--- src/sv/complex_arithmetic_unit_macros.svh ---
// Assertion macros used by the queue of the complex arithmetic unit RTL
`ifndef COMPLEX_ARITHMETIC_UNIT_MACROS_SVH
`define COMPLEX_ARITHMETIC_UNIT_MACROS_SVH

// property that holds at every clock edge outside reset
`define CAU_ASSERT(label, clk, rst, prop, msg) \
   label: assert property (@(posedge clk) disable iff (rst) (prop)) else $error(msg);

// property whose consequent holds in the cycle after its antecedent
`define CAU_ASSERT_NEXT(label, clk, rst, ante, cons, msg) \
   label: assert property (@(posedge clk) disable iff (rst) (ante) |=> (cons)) else $error(msg);

`endif

--- src/sv/cau_queue.sv ---
// Small first-in first-out queue of words held in registers
`include "complex_arithmetic_unit_macros.svh"

module cau_queue #(
   parameter int WIDTH = 8,
   parameter int DEPTH = 4
) (
   input  logic             clock,
   input  logic             reset,
   input  logic             push,
   input  logic [WIDTH-1:0] push_data,
   output logic             full,
   input  logic             pop,
   output logic [WIDTH-1:0] pop_data,
   output logic             empty
);

   localparam int AW = $clog2(DEPTH);
   localparam int CW = $clog2(DEPTH + 1);

   logic [WIDTH-1:0] mem_ff [DEPTH];
   logic [AW-1:0]    wr_ff, wr_in, rd_ff, rd_in;
   logic [CW-1:0]    cnt_ff, cnt_in;
   logic             push_ok, pop_ok;

   assign full     = (cnt_ff == CW'(DEPTH));
   assign empty    = (cnt_ff == '0);
   assign push_ok  = push && !full;
   assign pop_ok   = pop && !empty;
   assign pop_data = mem_ff[rd_ff];

   always_comb begin
      wr_in  = wr_ff;
      rd_in  = rd_ff;
      cnt_in = cnt_ff;
      if (push_ok) wr_in = (wr_ff == AW'(DEPTH - 1)) ? '0 : wr_ff + 1'b1;
      if (pop_ok) rd_in = (rd_ff == AW'(DEPTH - 1)) ? '0 : rd_ff + 1'b1;
      if (push_ok && !pop_ok) cnt_in = cnt_ff + 1'b1;
      else if (pop_ok && !push_ok) cnt_in = cnt_ff - 1'b1;
   end

   always_ff @(posedge clock) begin
      if (reset) begin
         wr_ff  <= '0;
         rd_ff  <= '0;
         cnt_ff <= '0;
      end else begin
         wr_ff  <= wr_in;
         rd_ff  <= rd_in;
         cnt_ff <= cnt_in;
      end
   end

   always_ff @(posedge clock) begin
      if (push_ok) mem_ff[wr_ff] <= push_data;
   end

   `CAU_ASSERT(a_cnt_bound, clock, reset, cnt_ff <= CW'(DEPTH), "queue count beyond depth")
   `CAU_ASSERT(a_no_push_full, clock, reset, !(push && full), "push into full queue")
   `CAU_ASSERT_NEXT(a_drain, clock, reset, pop_ok && !push_ok && cnt_ff == CW'(1), empty, "queue not empty after last pop")
   `CAU_ASSERT_NEXT(a_fill, clock, reset, push_ok && !pop_ok, !empty, "queue empty after push")

endmodule

--- config.mk ---
export PLATFORM = sky130hd
export DESIGN_NAME = cau_queue
export DESIGN_NICKNAME = d
export VERILOG_FILES = /design/src/sv/cau_queue.sv
export VERILOG_INCLUDE_DIRS = /design/src /design/src/sv
export SDC_FILE = /design/constraint.sdc
export NUM_CORES = 1
export LEC_CHECK = 0
export BUFFER_PORTS_ARGS = -buffer_cell sky130_fd_sc_hd__buf_4
export CORE_AREA = 2 2 60 62
export DETAILED_ROUTE_END_ITERATION = 12
export DIE_AREA = 0 0 62 64
export PLACE_DENSITY = 0.81
export SETUP_SLACK_MARGIN = 0.1
export SLEW_MARGIN = 15
export SYNTH_ARGS = -nofsm -noshare
export SYNTH_HDL_FRONTEND = slang
export SYNTH_SLANG_ARGS = --single-unit
--- constraint.sdc ---
create_clock -name clock -period 2.7 [get_ports clock]
set_input_delay 0.405 -clock clock [delete_from_list [all_inputs] [get_ports clock]]
set_output_delay 0.405 -clock clock [all_outputs]
set_load 0.05 [all_outputs]
# Word-level counts from Yosys, hierarchy flattened
# Memory sizes are Yosys's and may differ from the RTL's. A register that Yosys moved wholly into a read port is not among the register bits.
# Index checks and enable logic that the tools add are counted.
# word_totals
register_bits	7
ram_bits	32
word_cells	29
memories	1
# memory_table
memory	depth	word_bits	read_ports	rd_clocked_by_memory_dff	write_ports	line_no	rtl
mem_ff	4	8	1	1	1	cau_queue.sv:21	logic [WIDTH-1:0] mem_ff [DEPTH];
# op_classes
n_addsub	4
eq_ne	3
n_mux	8
n_reduce_logical	10
# op_table
op	count
2-to-1 mux 2 bit	4
2-to-1 mux 3 bit	2
adder 2 x 1 -> 2 bit, second input constant	2
equality test 2 bit, second input constant	2
logical AND 1 bit	4
logical NOT 1 bit	4
adder 3 x 1 -> 3 bit, second input constant	1
equality test 3 bit, second input constant	1
logical NOT 3 bit	1
subtractor 3 x 1 -> 3 bit, second input constant	1
2-to-1 mux 1 bit	2
nonzero test 2 bit	1

# Logic depth before layout (Yosys ltp)
# logic_depth
ltp_word	7
ltp_mapped	10
mapped_depth_nobuf	9

# Least setup slack after synthesis
# Ideal clock, no wire load.
# synth_timing
path_kind	reg-to-reg
startpoint	register cnt_ff[0]
endpoint	register cnt_ff[2]
arrival_time_ps	2188
path_slack_ps	442
path_stages_with_launch	11
n_path_buf	1
synth_period_minus_slack_ps	2258
path_cell_list	dfxtp_1 > or3b_1 > buf_6 > clkinv_4 > nor2_2 > ha_1 > inv_1 > fa_1 > xor2_1 > or3_2 > a21oi_1
# synth_via
elab_chain_len	6
elab_cells_between_ends	15
# synth_lines
item	line_no	rtl
start: declaration	cau_queue.sv:23	logic [CW-1:0] cnt_ff, cnt_in;
start signal: assignment	cau_queue.sv:50	cnt_ff <= cnt_in;
equality test 3 bit (*)	cau_queue.sv:26	assign full = (cnt_ff == CW'(DEPTH));
named net full	cau_queue.sv:12	output logic full,
logical NOT 1 bit (*)	cau_queue.sv:28	assign push_ok = push && !full;
logical AND 1 bit (*)	cau_queue.sv:28	
named net push_ok	cau_queue.sv:24	logic push_ok, pop_ok;
logical NOT 1 bit	cau_queue.sv:39	else if (pop_ok && !push_ok) cnt_in = cnt_ff - 1'b1;
logical AND 1 bit	cau_queue.sv:39	
nonzero test 2 bit (no line)	n/a	
# The timed path passes the listed nets; every way through them passes the cells marked *. The select of a mux whose other input is x is not followed.
# A chain may end at the register's enable or synchronous reset.

# Worst setup path after layout
# layout_timing
startpoint	register cnt_ff[0]
endpoint	register cnt_ff[2]
# layout_via
elab_chain_len	6
elab_cells_between_ends	15
# layout_lines
item	line_no
equality test 3 bit (*)	cau_queue.sv:26
logical NOT 1 bit (*)	cau_queue.sv:28
logical AND 1 bit (*)	cau_queue.sv:28
named net push_ok	cau_queue.sv:24
logical NOT 1 bit	cau_queue.sv:39
logical AND 1 bit	cau_queue.sv:39
nonzero test 2 bit (no line)	n/a
# Marked as above.

==> results by group <==
Clocking
  • H-Tree Depth: 2
  • Later-pin clock latency in the skew report: 0.34 ns
  • Setup Buffers After CTS: 0
  • Clk sinks: 41
  • Total CTS buffers: 5
  • PostCTS Resize Cnt: 0
  • CTS max path bufs: 2
  • Clock-pin slew on the worst setup and hold paths: 0.12 ns
  • CTS tree: done
  • Cts hold-fix bufs: 0
  • Root Driver: clkbuf_4

Timing
  • Final Hold Fails: 0
  • Minimum clock period: 2.39 ns
  • Tightest Pin Transition: 0.549 ns
  • RSZ-0062 raised after global routing: no
  • Clock skew: about 0.013 ns
  • Max Slew Vio Count: 0
  • Final setup violation count: 0
  • Post-route clock period utilization: 0.886
  • Achievable clock frequency: about 420 MHz
  • Slew HR: 0.633
  • Worst hold slack: 0.258 ns
  • Setup TNS: 0 ns

Power
  • Peak VDD IR: 0.000497 V
  • Leakage: 0.702 nW
  • P per Cell Area: 939 nW/µm²
  • Total Power: 1.79 mW

Min path
  • Min-delay worst type: input pin to flop
  • Hold Crit Start: push_data[5]
  • Hold EP: mem_ff[2][5]
  • Hold Crit Depth: 1

Job
  • Max cap viols: 0

Floorplanning
  • Rows: 21
  • IO Count: 22
  • Core Box Area: 3280 µm²
  • Die area: 3970 µm²
  • Initial Utilization: 0.501
  • Die W: 62 µm
  • Die Y: ~64 µm

Cells and area
  • Final net count: 135
  • Area Growth Syn to Fin: 15.6%
  • Commonest cells after routing, fill and taps aside: edfxtp_1, buf_4, dfxtp_1, mux4_2, ha_1
  • Design area: 1900 µm²
  • Layout cells sized above 1: 0.393
  • Util after Layout: 0.579
  • Antenna diodes: 0
  • Most common cell after layout, fill and taps aside: edfxtp_1

GRT
  • Gr usage total: 0.145
  • Total global routing overflow: 0
  • First-pass GRT wire length: a little over 4 mm
  • Antenna violations before repair: 0
  • Vias in the first global route: approximately 890
  • Largest net degree at the start of global routing: 14

Logic synthesis
  • Yosys cell types: 26
  • Avg Synthesized Cell Area: between 15 and 20 µm²
  • Syn_nets: roughly 110
  • Syn Inst Count: between 90 and 100
  • Netlist area before placement: 1650 µm²
  • Yosys reg bits: 41
  • Register area share after synthesis: 0.694
  • Warnings from Yosys: 0

Routing
  • Drt wl/cell: around 15 µm
  • First DRT Iteration DRCs: 25
  • Vias per cell: between 5 and 6
  • Routed wire length: 2.45 mm
  • Post-route ant nets: 0
  • Detailed-route DRC error count: 0
  • Via count: 850
  • Pre-antenna DRT Iters: 6

Place
  • Post-DP HPWL: 1.69 mm
  • I/O Buffers: 21
  • GP Congestion: a little under 0.7
  • DP Area: 1840 µm²

Critical path
  • Register-to-Register Path Depth: 9
  • Critical path startpoint category: flop
  • Crit end category: flop
  • WP data required: 2.98 ns
  • Critical path arrival: 2.67 ns
  • Setup Crit Path Kind: flop to flop
  • R2R Path Start: cnt_ff[0]
  • CP Max Fanout: 7
  • RR Endpoint: cnt_ff[2]
  • R2R Setup Slk: 0.31 ns

Outcome
  • Status: finished, final reports clean
## cells in the mapped netlist, drive strengths merged
master	n	area, µm²
and3	4	30.0
mux2i	2	20.0
nand2	1	3.75
or3b	1	8.76
nor3	2	10.0
mux4	8	180
clkinv	1	8.76
clkbuf	1	3.75
nor2	4	17.5
nand3	2	10.0
xor2	2	17.5
ha	6	75.1
inv	4	15.0
or3	2	13.8
o31ai	2	25.0
fa	1	20.0
dfxtp	9	180
edfxtp	32	961
a21oi	3	15.0
buf	3	20.0
o21ai	2	10.0
## cell type report
type	count	area [µm²]
Clock buffer	6	51.3
Clock inverter	2	13.8
Fill cell	256	1380
Inverter	5	23.8
Multi-Input combinational cell	42	457
Sequential cell	41	1140
Tap cell	46	57.6
Timing Repair Buffer	21	158
## cells by family after synthesis
family / Yosys count / share of synthesized area
flops: 41 / 0.694
xor+xnor: 2 / 0.0106
simple gates: 16 / 0.0570
fa+ha+maj: 7 / 0.0578
mux: 10 / 0.122
buf+inv: 9 / 0.0289
compound gates: 7 / 0.0304
## through the flow
step,setup slack (ns),cells
floorplan,0.442,92
global placement,0.443,155
detailed placement,0.313,155
CTS,0.268,163
global route,0.115,163
finish,0.309,163
## worst max path at each step
stage	startpoint	to	slack (ns)	cells past startpoint
after detailed placement	cnt_ff[0]	cnt_ff[2]	0.31	9
after global placement	cnt_ff[0]	cnt_ff[2]	0.44	9
after CTS	cnt_ff[0]	cnt_ff[2]	0.27	9
final	cnt_ff[0]	cnt_ff[2]	0.31	9
after global routing	cnt_ff[1]	cnt_ff[2]	0.12	9
after floorplan	cnt_ff[0]	cnt_ff[2]	0.44	10
## state kept, by name (all words and copies together), names as in the netlist, named ones only
name    cells
mem_ff     32
cnt_ff      3
rd_ff       2
wr_ff       2
## power breakdown
part,internal (mW),switching [mW]
logic,0.246,0.381
clock network,0.127,0.188
registers,0.769,0.0755
total,1.14,0.644
## routing by layer
metal,wire (µm),part of all wire,up-vias,global-route usage
li1,-,-,403,-
met1,971,0.40,420,0.167
met2,1290,0.53,25,0.237
met3,174,0.071,2,0.0607
met4,14,0.0057,0,0.0479
met5,0,0,-,0
## worst max-delay path: stages, from the launching register on
cell and delay [ns]:
dfxtp_1 0.47, or3b_1 0.32, clkinv_4 0.09, nor2_2 0.12, ha_1 0.19, inv_1 0.06, fa_1 0.37, xor2_1 0.16
or3_2 0.40, a21oi_1 0.15
(Power assumes the default switching activity.)
